--- src/rtl/fixed_point_pid_step_top_macros.svh ---
// Assertion macros shared by the RTL files.
// Each macro expects signals named clk and rst in the module that uses it.
`ifndef FIXED_POINT_PID_STEP_TOP_MACROS_SVH
`define FIXED_POINT_PID_STEP_TOP_MACROS_SVH

`ifndef ASSERT_OFF
`define FPPS_ASSERT_IMP(lbl, ante, cons, msg) \
  lbl: assert property (@(posedge clk) disable iff (rst) (ante) |-> (cons)) \
    else $error(msg);
`define FPPS_ASSERT_NXT(lbl, ante, cons, msg) \
  lbl: assert property (@(posedge clk) disable iff (rst) (ante) |=> (cons)) \
    else $error(msg);
`else
`define FPPS_ASSERT_IMP(lbl, ante, cons, msg)
`define FPPS_ASSERT_NXT(lbl, ante, cons, msg)
`endif

`endif

--- src/rtl/fpps_pkg.sv ---
`default_nettype none
package fpps_pkg;

  // Field widths
  localparam int ERR_W  = 16;
  localparam int STEP_W = 16;
  localparam int GAIN_W = 16;
  localparam int LIM_W  = 31;
  localparam int DRV_W  = 32;
  localparam int INT_W  = 32;

  // Configuration port
  localparam int CFG_IDX_W = 3;
  localparam int CFG_DAT_W = 32;
  localparam logic [CFG_IDX_W-1:0] CFG_P_GAIN = 3'd0;
  localparam logic [CFG_IDX_W-1:0] CFG_I_GAIN = 3'd1;
  localparam logic [CFG_IDX_W-1:0] CFG_D_GAIN = 3'd2;
  localparam logic [CFG_IDX_W-1:0] CFG_LIMIT  = 3'd3;
  localparam logic [CFG_IDX_W-1:0] CFG_D_EN   = 3'd4;

  // Scaling shifts (truncating toward zero on signed values)
  localparam logic [3:0] P_SHIFT   = 4'd6;   // kP / 64
  localparam logic [3:0] INT_SHIFT = 4'd11;  // trapezoid / 2048
  localparam logic [3:0] I_SHIFT   = 4'd13;  // kI / 8192
  localparam logic [3:0] D_SHIFT   = 4'd2;   // kD / 4
  localparam int         Q_SHIFT   = 6;      // derivative quotient / 64
  localparam int         AVG_SHIFT = 5;      // (dt + last_dt) / 2 / 16
  localparam logic [STEP_W-1:0] D_SCALE = 16'hFFFF;

  // Shared multiplier
  localparam int MUL_A_W = 33;
  localparam int MUL_B_W = 17;
  localparam int MUL_P_W = 50;

  // Serial divider
  localparam int DVD_W = 32;
  localparam int DVS_W = STEP_W + 1 - AVG_SHIFT;
  localparam int CNT_W = $clog2(DVD_W + 1);

  // Intermediate term widths
  localparam int P_W = 26;
  localparam int X_W = DVD_W - Q_SHIFT + 1;
  localparam int D_W = 42;
  localparam int S_W = D_W + 1;

  typedef struct packed {
    logic             start;
    logic [DVD_W-1:0] dividend;
    logic [DVS_W-1:0] divisor;
  } div_req_t;

  typedef struct packed {
    logic busy;
    logic done;
  } div_stat_t;

endpackage
`default_nettype wire

--- src/rtl/fpps_if.sv ---
`default_nettype none
interface fpps_in_if;
  import fpps_pkg::*;
  logic                     valid;
  logic                     ready;
  logic signed [ERR_W-1:0]  error_in;
  logic        [STEP_W-1:0] step_time;
  logic                     clear;
  modport source (output valid, error_in, step_time, clear, input ready);
  modport sink (input valid, error_in, step_time, clear, output ready);
endinterface

interface fpps_out_if;
  import fpps_pkg::*;
  logic                    valid;
  logic                    ready;
  logic signed [DRV_W-1:0] drive;
  modport source (output valid, drive, input ready);
  modport sink (input valid, drive, output ready);
endinterface

interface fpps_cfg_if;
  import fpps_pkg::*;
  logic                 valid;
  logic                 ready;
  logic [CFG_IDX_W-1:0] index;
  logic [CFG_DAT_W-1:0] data;
  modport source (output valid, index, data, input ready);
  modport sink (input valid, index, data, output ready);
endinterface
`default_nettype wire

--- src/rtl/fpps_mul.sv ---
`default_nettype none
module fpps_mul (
  input  logic                                 clk,
  input  logic signed [fpps_pkg::MUL_A_W-1:0]  a,
  input  logic signed [fpps_pkg::MUL_B_W-1:0]  b,
  output logic signed [fpps_pkg::MUL_P_W-1:0]  p
);
  import fpps_pkg::*;

  always_ff @(posedge clk) begin
    p <= MUL_P_W'(a) * MUL_P_W'(b);
  end

endmodule
`default_nettype wire

--- src/rtl/fpps_div.sv ---
`default_nettype none
`include "fixed_point_pid_step_top_macros.svh"
module fpps_div (
  input  logic                         clk,
  input  logic                         rst,
  input  fpps_pkg::div_req_t           req,
  output fpps_pkg::div_stat_t          stat,
  output logic [fpps_pkg::DVD_W-1:0]   quotient
);
  import fpps_pkg::*;

  logic [DVS_W-1:0] rem;
  logic [DVS_W-1:0] rem_next;
  logic [DVD_W-1:0] quo;
  logic [DVD_W-1:0] quo_next;
  logic [DVS_W-1:0] dvs;
  logic [CNT_W-1:0] cnt;
  logic             done;
  logic [DVS_W:0]   shifted;
  logic [DVS_W:0]   trial;

  // One restoring step per cycle, quotient bits shift in from the right
  always_comb begin
    shifted = {rem, quo[DVD_W-1]};
    trial   = shifted - {1'b0, dvs};
    if (!trial[DVS_W]) begin
      rem_next = trial[DVS_W-1:0];
      quo_next = {quo[DVD_W-2:0], 1'b1};
    end else begin
      rem_next = shifted[DVS_W-1:0];
      quo_next = {quo[DVD_W-2:0], 1'b0};
    end
  end

  always_ff @(posedge clk) begin
    if (rst) begin
      cnt  <= '0;
      done <= 1'b0;
    end else begin
      done <= 1'b0;
      if (req.start && cnt == '0) begin
        rem <= '0;
        quo <= req.dividend;
        dvs <= req.divisor;
        cnt <= CNT_W'(DVD_W);
      end else if (cnt != '0) begin
        rem <= rem_next;
        quo <= quo_next;
        cnt <= cnt - 1'b1;
        if (cnt == CNT_W'(1)) begin
          done <= 1'b1;
        end
      end
    end
  end

  assign stat.busy = (cnt != '0);
  assign stat.done = done;
  assign quotient  = quo;

  `FPPS_ASSERT_IMP(a_done_idle, done, cnt == '0, "divider done while still iterating")
  `FPPS_ASSERT_NXT(a_start_busy, req.start && cnt == '0, cnt != '0, "divider start lost")
  `FPPS_ASSERT_IMP(a_rem_bound, cnt != '0 && dvs != '0, rem < dvs, "partial remainder overflow")

endmodule
`default_nettype wire

--- src/rtl/fixed_point_pid_step_top.sv ---
// Fixed-point PID step with trapezoidal integral.
// Channels: sample (error_in, step_time, clear) in, result (drive) out, and
// cfg, a register write port that is always ready; write registers only while
// the block is idle. All channels transfer on valid && ready.
// Each accepted sample produces exactly one drive value. The block handles one
// sample at a time: sample.ready is high only while the sequencer is idle.
// Steps after a sample transfers: a clear goes straight to S_SUM; a zero
// step_time runs S_P and S_I1; with no derivative S_P, S_I1 to S_I4 run; with
// the derivative division S_D1 to S_D5 follow, waiting in S_D3 for the
// divider. All end in S_SUM, which writes the result and returns to idle.
// The derivative path runs a one-bit-per-cycle divider on a 32-bit dividend;
// all products go through one shared, registered 33x17 multiplier.
// The result sits in an output register, so a new sample is accepted while the
// previous result waits; if the receiver still stalls when the next result is
// ready, the sequencer holds in its final step until the register frees up.
// Reset clears the integral, the error and step history, and the gains and
// limit; derivative_enable resets to 1 (PID mode with output clamp).
`default_nettype none
`include "fixed_point_pid_step_top_macros.svh"
module fixed_point_pid_step_top (
  input  logic        clk,
  input  logic        rst,
  fpps_in_if.sink     sample,
  fpps_out_if.source  result,
  fpps_cfg_if.sink    cfg
);
  import fpps_pkg::*;

  typedef enum logic [11:0] {
    S_IDLE = 12'b0000_0000_0001,
    S_P    = 12'b0000_0000_0010,
    S_I1   = 12'b0000_0000_0100,
    S_I2   = 12'b0000_0000_1000,
    S_I3   = 12'b0000_0001_0000,
    S_I4   = 12'b0000_0010_0000,
    S_D1   = 12'b0000_0100_0000,
    S_D2   = 12'b0000_1000_0000,
    S_D3   = 12'b0001_0000_0000,
    S_D4   = 12'b0010_0000_0000,
    S_D5   = 12'b0100_0000_0000,
    S_SUM  = 12'b1000_0000_0000
  } state_t;

  function automatic logic signed [MUL_P_W-1:0] trunc_shr(
    input logic signed [MUL_P_W-1:0] v,
    input logic [3:0]                k
  );
    logic signed [MUL_P_W-1:0] bias;
    bias = v[MUL_P_W-1] ? ((MUL_P_W'(1) << k) - MUL_P_W'(1)) : '0;
    return (v + bias) >>> k;
  endfunction

  state_t state;

  // Configuration
  logic [GAIN_W-1:0] p_gain;
  logic [GAIN_W-1:0] i_gain;
  logic [GAIN_W-1:0] d_gain;
  logic [LIM_W-1:0]  lim;
  logic              den;

  // Controller state
  logic signed [INT_W-1:0] integral;
  logic signed [ERR_W-1:0] last_error;
  logic [STEP_W-1:0]       last_step;

  // Working registers
  logic signed [ERR_W-1:0] e_reg;
  logic [STEP_W-1:0]       dt_reg;
  logic                    clr_reg;
  logic signed [P_W-1:0]   p_term;
  logic signed [INT_W-1:0] i_term;
  logic signed [D_W-1:0]   d_term;
  logic [DVS_W-1:0]        q_reg;
  logic                    neg_d;
  logic signed [X_W-1:0]   x_reg;
  logic signed [DRV_W-1:0] drive_reg;
  logic                    out_valid;

  // Datapath
  logic signed [MUL_A_W-1:0] mul_a;
  logic signed [MUL_B_W-1:0] mul_b;
  logic signed [MUL_P_W-1:0] mul_p;
  logic [3:0]                shr_k;
  logic signed [MUL_P_W-1:0] prod_shr;
  logic signed [ERR_W:0]     err_sum;
  logic signed [ERR_W:0]     diff;
  logic [ERR_W:0]            diff_mag;
  logic [STEP_W:0]           step_sum;
  logic [DVS_W-1:0]          q;
  logic signed [INT_W+1:0]   int_acc;
  logic signed [INT_W-1:0]   int_sat;
  logic signed [MUL_P_W-1:0] lim_w;
  logic signed [INT_W-1:0]   i_clamp;
  logic [DVD_W-Q_SHIFT-1:0]  quot_sh;
  logic signed [S_W-1:0]     pid_sum;
  logic signed [S_W-1:0]     lim_s;
  logic signed [DRV_W:0]     pi_sum;
  logic signed [DRV_W-1:0]   drive_next;
  logic signed [DRV_W:0]     lim_ext;
  logic                      out_free;
  logic                      in_xfer;

  div_req_t          div_req;
  div_stat_t         div_stat;
  logic [DVD_W-1:0]  div_quo;

  fpps_mul u_mul (
    .clk (clk),
    .a   (mul_a),
    .b   (mul_b),
    .p   (mul_p)
  );

  fpps_div u_div (
    .clk      (clk),
    .rst      (rst),
    .req      (div_req),
    .stat     (div_stat),
    .quotient (div_quo)
  );

  assign in_xfer  = sample.valid && sample.ready;
  assign out_free = !out_valid || result.ready;

  assign err_sum  = (ERR_W+1)'(e_reg) + (ERR_W+1)'(last_error);
  assign diff     = (ERR_W+1)'(e_reg) - (ERR_W+1)'(last_error);
  assign diff_mag = diff[ERR_W] ? $unsigned(-diff) : $unsigned(diff);
  assign step_sum = {1'b0, dt_reg} + {1'b0, last_step};
  assign q        = step_sum[STEP_W:AVG_SHIFT];

  // Operand select for the shared multiplier; product is read in the next state
  always_comb begin
    mul_a = '0;
    mul_b = '0;
    case (state)
      S_P: begin
        mul_a = MUL_A_W'(e_reg);
        mul_b = $signed({1'b0, p_gain});
      end
      S_I1: begin
        mul_a = MUL_A_W'(err_sum);
        mul_b = $signed({1'b0, dt_reg});
      end
      S_I3: begin
        mul_a = MUL_A_W'(integral);
        mul_b = $signed({1'b0, i_gain});
      end
      S_D1: begin
        mul_a = $signed({{(MUL_A_W-ERR_W-1){1'b0}}, diff_mag});
        mul_b = $signed({1'b0, D_SCALE});
      end
      S_D4: begin
        mul_a = MUL_A_W'(x_reg);
        mul_b = $signed({1'b0, d_gain});
      end
      default: begin
        mul_a = '0;
        mul_b = '0;
      end
    endcase
  end

  always_comb begin
    case (state)
      S_I1:    shr_k = P_SHIFT;
      S_I2:    shr_k = INT_SHIFT;
      S_I4:    shr_k = I_SHIFT;
      S_D5:    shr_k = D_SHIFT;
      default: shr_k = '0;
    endcase
  end

  assign prod_shr = trunc_shr(mul_p, shr_k);

  // Integral update with 32-bit saturation
  always_comb begin
    int_acc = (INT_W+2)'(integral) + (INT_W+2)'(prod_shr);
    if (int_acc[INT_W+1:INT_W-1] == 3'b000 || int_acc[INT_W+1:INT_W-1] == 3'b111) begin
      int_sat = int_acc[INT_W-1:0];
    end else if (int_acc[INT_W+1]) begin
      int_sat = {1'b1, {(INT_W-1){1'b0}}};
    end else begin
      int_sat = {1'b0, {(INT_W-1){1'b1}}};
    end
  end

  // Clamp I to +-limit
  always_comb begin
    lim_w = $signed({{(MUL_P_W-LIM_W){1'b0}}, lim});
    if (prod_shr > lim_w) begin
      i_clamp = INT_W'(lim_w);
    end else if (prod_shr < -lim_w) begin
      i_clamp = INT_W'(-lim_w);
    end else begin
      i_clamp = prod_shr[INT_W-1:0];
    end
  end

  assign quot_sh = div_quo[DVD_W-1:Q_SHIFT];

  // Final sum: clamp in PID mode, saturate in PI mode
  always_comb begin
    pid_sum = S_W'(p_term) + S_W'(i_term) + S_W'(d_term);
    lim_s   = $signed({{(S_W-LIM_W){1'b0}}, lim});
    pi_sum  = (DRV_W+1)'(p_term) + (DRV_W+1)'(i_term);
    if (den) begin
      if (pid_sum > lim_s) begin
        drive_next = DRV_W'(lim_s);
      end else if (pid_sum < -lim_s) begin
        drive_next = DRV_W'(-lim_s);
      end else begin
        drive_next = pid_sum[DRV_W-1:0];
      end
    end else begin
      if (pi_sum[DRV_W] == pi_sum[DRV_W-1]) begin
        drive_next = pi_sum[DRV_W-1:0];
      end else if (pi_sum[DRV_W]) begin
        drive_next = {1'b1, {(DRV_W-1){1'b0}}};
      end else begin
        drive_next = {1'b0, {(DRV_W-1){1'b1}}};
      end
    end
  end

  assign div_req.start    = (state == S_D2);
  assign div_req.dividend = mul_p[DVD_W-1:0];
  assign div_req.divisor  = q_reg;

  // Configuration writes
  always_ff @(posedge clk) begin
    if (rst) begin
      p_gain <= '0;
      i_gain <= '0;
      d_gain <= '0;
      lim    <= '0;
      den    <= 1'b1;
    end else if (cfg.valid && cfg.ready) begin
      case (cfg.index)
        CFG_P_GAIN: p_gain <= cfg.data[GAIN_W-1:0];
        CFG_I_GAIN: i_gain <= cfg.data[GAIN_W-1:0];
        CFG_D_GAIN: d_gain <= cfg.data[GAIN_W-1:0];
        CFG_LIMIT:  lim    <= cfg.data[LIM_W-1:0];
        CFG_D_EN:   den    <= cfg.data[0];
        default: begin
        end
      endcase
    end
  end

  // Sequencer and working registers
  always_ff @(posedge clk) begin
    if (rst) begin
      state      <= S_IDLE;
      integral   <= '0;
      last_error <= '0;
      last_step  <= '0;
      out_valid  <= 1'b0;
    end else begin
      if (state == S_SUM && out_free) begin
        out_valid <= 1'b1;
      end else if (out_valid && result.ready) begin
        out_valid <= 1'b0;
      end
      case (state)
        S_IDLE: begin
          if (in_xfer) begin
            e_reg   <= sample.error_in;
            dt_reg  <= sample.step_time;
            clr_reg <= sample.clear;
            p_term  <= '0;
            i_term  <= '0;
            d_term  <= '0;
            if (sample.clear) begin
              integral   <= '0;
              last_error <= '0;
              last_step  <= '0;
              state      <= S_SUM;
            end else begin
              state <= S_P;
            end
          end
        end
        S_P: begin
          state <= S_I1;
        end
        S_I1: begin
          p_term <= prod_shr[P_W-1:0];
          state  <= (dt_reg == '0) ? S_SUM : S_I2;
        end
        S_I2: begin
          integral <= int_sat;
          state    <= S_I3;
        end
        S_I3: begin
          state <= S_I4;
        end
        S_I4: begin
          i_term <= i_clamp;
          q_reg  <= q;
          neg_d  <= diff[ERR_W];
          state  <= (last_step != '0 && q != '0) ? S_D1 : S_SUM;
        end
        S_D1: begin
          state <= S_D2;
        end
        S_D2: begin
          state <= S_D3;
        end
        S_D3: begin
          if (div_stat.done) begin
            x_reg <= neg_d ? -$signed({1'b0, quot_sh}) : $signed({1'b0, quot_sh});
            state <= S_D4;
          end
        end
        S_D4: begin
          state <= S_D5;
        end
        S_D5: begin
          d_term <= prod_shr[D_W-1:0];
          state  <= S_SUM;
        end
        S_SUM: begin
          // hold until the output register is free
          if (out_free) begin
            drive_reg <= drive_next;
            if (!clr_reg && dt_reg != '0) begin
              last_error <= e_reg;
              last_step  <= dt_reg;
            end
            state <= S_IDLE;
          end
        end
        default: begin
          state <= S_IDLE;
        end
      endcase
    end
  end

  assign sample.ready = (state == S_IDLE);
  assign result.valid = out_valid;
  assign result.drive = drive_reg;
  assign cfg.ready    = 1'b1;

  assign lim_ext = $signed({{(DRV_W+1-LIM_W){1'b0}}, lim});

  `FPPS_ASSERT_IMP(a_div_nonzero, state == S_D2, q_reg != '0, "divider started with zero divisor")
  `FPPS_ASSERT_IMP(a_pid_clamp, out_valid && den,
    (DRV_W+1)'(drive_reg) <= lim_ext && (DRV_W+1)'(drive_reg) >= -lim_ext,
    "PID output outside limit")
  `FPPS_ASSERT_NXT(a_clear_state, in_xfer && sample.clear,
    integral == '0 && last_error == '0 && last_step == '0, "clear left state behind")

endmodule
`default_nettype wire

--- src/flat_wrapper.sv ---
// flat-port wrapper written by rule: the top's interface ports become plain ports
module fixed_point_pid_step_top_flat import fpps_pkg::*;
  (clk, rst, sample_valid, sample_error_in, sample_step_time, sample_clear, sample_ready, result_valid, result_drive, result_ready, cfg_valid, cfg_index, cfg_data, cfg_ready);
  fpps_in_if sample_i ();
  fpps_out_if result_i ();
  fpps_cfg_if cfg_i ();
  input  logic clk;
  input  logic rst;
  input wire logic [$bits(sample_i.valid)-1:0] sample_valid;
  input wire logic [$bits(sample_i.error_in)-1:0] sample_error_in;
  input wire logic [$bits(sample_i.step_time)-1:0] sample_step_time;
  input wire logic [$bits(sample_i.clear)-1:0] sample_clear;
  output wire logic [$bits(sample_i.ready)-1:0] sample_ready;
  output wire logic [$bits(result_i.valid)-1:0] result_valid;
  output wire logic [$bits(result_i.drive)-1:0] result_drive;
  input wire logic [$bits(result_i.ready)-1:0] result_ready;
  input wire logic [$bits(cfg_i.valid)-1:0] cfg_valid;
  input wire logic [$bits(cfg_i.index)-1:0] cfg_index;
  input wire logic [$bits(cfg_i.data)-1:0] cfg_data;
  output wire logic [$bits(cfg_i.ready)-1:0] cfg_ready;
  assign sample_i.valid = sample_valid;
  assign sample_i.error_in = sample_error_in;
  assign sample_i.step_time = sample_step_time;
  assign sample_i.clear = sample_clear;
  assign sample_ready = sample_i.ready;
  assign result_valid = result_i.valid;
  assign result_drive = result_i.drive;
  assign result_i.ready = result_ready;
  assign cfg_i.valid = cfg_valid;
  assign cfg_i.index = cfg_index;
  assign cfg_i.data = cfg_data;
  assign cfg_ready = cfg_i.ready;
  fixed_point_pid_step_top u_core (.clk(clk), .rst(rst), .sample(sample_i), .result(result_i), .cfg(cfg_i));
endmodule
--- config.mk ---
export PLATFORM = sky130hd
export DESIGN_NAME = fixed_point_pid_step_top_flat
export DESIGN_NICKNAME = d
export VERILOG_FILES = /design/src/rtl/fpps_pkg.sv /design/src/rtl/fpps_if.sv /design/src/rtl/fpps_mul.sv /design/src/rtl/fpps_div.sv /design/src/rtl/fixed_point_pid_step_top.sv /design/src/flat_wrapper.sv
export VERILOG_INCLUDE_DIRS = /design/src /design/src/rtl
export SDC_FILE = /design/constraint.sdc
export NUM_CORES = 2
export LEC_CHECK = 0
export ABC_AREA = 1
export ABC_CLOCK_PERIOD_IN_PS = 16500
export BUFFER_PORTS_ARGS = -buffer_cell sky130_fd_sc_hd__buf_4
export CAP_MARGIN = 20
export CELL_PAD_IN_SITES_DETAIL_PLACEMENT = 0
export CELL_PAD_IN_SITES_GLOBAL_PLACEMENT = 1
export CORE_MARGIN = 1
export CORE_UTILIZATION = 45
export DETAILED_ROUTE_END_ITERATION = 8
export PLACE_DENSITY = 0.76
export SLEW_MARGIN = 15
export SYNTH_ARGS = -nofsm -noshare
export SYNTH_HDL_FRONTEND = slang
export SYNTH_SLANG_ARGS = --single-unit
--- constraint.sdc ---
create_clock -name clk -period 16.5 [get_ports clk]
set_input_delay 2.475 -clock clk [delete_from_list [all_inputs] [get_ports clk]]
set_output_delay 2.475 -clock clk [all_outputs]
set_load 0.02 [all_outputs]
==> impl_results.md <==
- Status: finished, violations left
- Failing checks: DRC
- CTS tree: done
- Comb pwr share: 0.640
- Leakage power: roughly 31 nW
- Pre-Repair DR Iteration Count: 8
- Largest area contributor in the netlist: fa_1
- Die height: about 360 um
- Antenna violations before repair: 2
- Max-cap violations: 0
- Relative slew slack: 0.221
- Synth area leaders: fa_1, edfxtp_1, nand2_1
- Critical path endpoint category: register
- Hold Buf Count CTS: 0
- DRC violations left: 1
- Setup bufs post-CTS: 0
- Biggest regs: u_core.u_mul.p (50), u_core.d_term (42)
- Die area: between 100000 and 150000 um^2
- FP Rows: about 130
- Starting DRT DRC Count: between 3000 and 4000
- Finished Layout Cells: slightly below 10000
- Power Internal: 4.17 mW
- Vias in the first global route: just over 50000
- Sw power: between 4 and 5 mW
- Global-route wire length before repair: about 310 mm
- Unrepaired setup endpoints after global routing: no
- Post-place setup slack: 5.76 ns
- Synthesized area per cell: about 7.3 um^2
- Num ports: roughly 110
- Achievable frequency: around 0.092 GHz
- GR Overflow Total: 0
- Largest net degree at the start of global routing: 96
- DR vias: around 52000
- Tot Pwr: between 8 and 9 mW
- Met3 Usage GRT: 0.0254
- Number of buffers and inverters on the critical path: 7
- Vias/cell: around 5.3
- P per Cell Area: 137 nW/um^2
- Num CTS Buffers: between 50 and 60
- Clk pwr share: 0.157
- Initial Util: 0.453
- Final hold viol count: 0
- PostCTS Resize Cnt: 0
- Routability cong.: 0.976
- GRT Util Overall: 0.302
- Area grow syn2layout: 8.00%
- Synth cell types: 75
- Ys Warns: 0
- Slew Limit Fails: 0
- Avg WL per Cell: between 20 and 25 um
- Clock Latency Late Sink: around 0.69 ns
- Port Buffers: 105
- Clk sink count: 475
- Synthesized area: between 50000 and 60000 um^2
- Max FFs per register: 50
- Yosys top cell area share: 0.185
- Horiz. Die Dim: 363 um
- Biggest register: u_core.u_mul.p
- Hold Crit Class: reg -> reg
- GRT met1 Usage: 0.400
- Fin crit period: approximately 11 ns
- Final HPWL DP: approximately 160 mm
- Cell Count Post-Placement: roughly 9700
- CP arrival: 11.37 ns
- Clock transition at the registers of the reported paths: 0.06 ns
- Final setup fails: 0
- Gate Count Post-Synth: roughly 8000
- Post-route ant nets: 0
- Sequential power share: 0.203
- Post-synth top flop: edfxtp_1
- CTS root buffer: clkbuf_16
- Sw Ratio: 0.519
- CP delay by family, top: adder cells
- Worst stage delay on the critical path: about 0.64 ns
- Grt peak-use layer: met2
- Max IR drop VDD: between 0.2 and 0.25 mV
- Async set or reset register ratio after synthesis: 0
- Met2 Usage GRT: 0.518
- Final setup margin: 5.65 ns
- Worst slew pin tran: between 1 and 1.5 ns
- Share of layout cells above drive strength 1: 0.0509
- Worst path required time: 17.02 ns
- Tcrit/Tclk final: 0.658
- Critical Path Slowest Stage Cell: a21boi_0
- Crit Path Max Fanout: 16
- Seq cells post-synth: ~480
- Seq/Total Area, Yosys: 0.207
- Final hold slack: around 0.42 ns
- Path type of the worst setup path: reg -> reg
- WL final: around 200 mm
- Final nets: slightly above 9000
- CP startpoint kind: register
- Worst Skew: between 0.05 and 0.06 ns
- CTS max path bufs: 3
- H-tree levels: 2
- Number of synthesized flops with an enable pin: 261
- Core area: 129000 um^2
- Sum Neg Setup Slack: 0 ns
[cell type report]
| cell class | instances | area, um^2 |
|---|---|---|
| timing repair buffer | 183 | 1420 |
| fill | 13200 | 66100 |
| inverter | 1476 | 5540 |
| multi-input combinational | 5839 | 40000 |
| tap | 1742 | 2180 |
| antenna | 1 | 2.50 |
| clock buffer | 67 | 1450 |
| clock inverter | 37 | 523 |
| sequential | 475 | 12100 |
[power by group through the flow]
stage	clock, mW	combinational, mW	sequential [mW]
finish	1.36	5.55	1.76
global route	1.43	6.22	1.78
CTS	1.39	5.46	1.76
detailed placement	0	5.42	1.78
global placement	0	5.36	1.78
floorplan	0	3.87	1.73
[Yosys cell counts, drive strengths merged, types with 4 or more instances]
cell and n:
a211oi 66, a21boi 9, a21o 15, a21oi 508, a221oi 18, a22o 6, a31oi 33, and2 9
and3 4, buf 87, clkbuf 161, clkinv 6, dfxtp 214, edfxtp 261, fa 542, ha 494
inv 1470, mux2i 5, nand2 2072, nand3 327, nand3b 12, nand4 101, nor2 643, nor3 81
nor3b 6, nor4 24, o2111ai 11, o211ai 16, o21a 24, o21ai 427, o21bai 29, o221ai 4
o22ai 25, o311ai 5, o31ai 6, or2 17, xnor2 77, xor2 182
[layout by cell type, fill, tap and decap left out, drive strengths merged, types with 66 or more instances in the layout]
cell type     n
dfxtp       214
nor2        643
nand4       101
edfxtp      261
buf         183
ha          494
a21oi       508
inv        1473
nor3         81
xor2        182
nand3       327
nand2      2072
a211oi       66
xnor2        77
o21ai       427
clkbuf       67
fa          542
[metal layers]
metal | vias to the layer above | share of wire | routed length, um
met5 | - | 0 | 0
met4 | 0 | 0.037 | 7280
met3 | 321 | 0.050 | 9890
met2 | 1407 | 0.48 | 95000
met1 | 25000 | 0.44 | 86600
li1 | 25400 | - | -
[final timing paths]
kind / slack [ns] / to / from / depth (start not counted)
min: 0.42 / u_core.u_div.dvs[9] / u_core.q_reg[9] / 0
max: 5.65 / u_core.u_mul.p[45] / u_core.e_reg[0] / 41
max reg2reg: 5.65 / u_core.u_mul.p[45] / u_core.e_reg[0] / 41
min reg2reg: 0.42 / u_core.u_div.dvs[9] / u_core.q_reg[9] / 0
[worst reg2reg max path, delay by kind of cell, from the launching register on]
family	cells	cell delay, ns
compound gates	12	2.84
fa+ha+maj	9	4.02
flops	1	0.50
simple gates	12	2.30
xor+xnor	1	0.16
buf+inv	7	0.90
[stage by stage]
stage / util / area (um^2)
floorplan: - / 58700
global placement: 0.473 / 61200
detailed placement: 0.473 / 61200
CTS: 0.489 / 63200
global route: 0.489 / 63300
finish: 0.489 / 63300
[logic make-up after synthesis]
group	after synthesis	synth area share
buffers and inverters	1724	0.114
other	2	0.000128
DFF	475	0.207
adders and majority gates	1036	0.291
AOI/OAI and AO/OA	1210	0.116
muxes	5	0.000854
xor gates and xnor gates	259	0.0389
and+or+nand+nor	3299	0.232
Note: power is estimated with default switching activity, not from simulation.
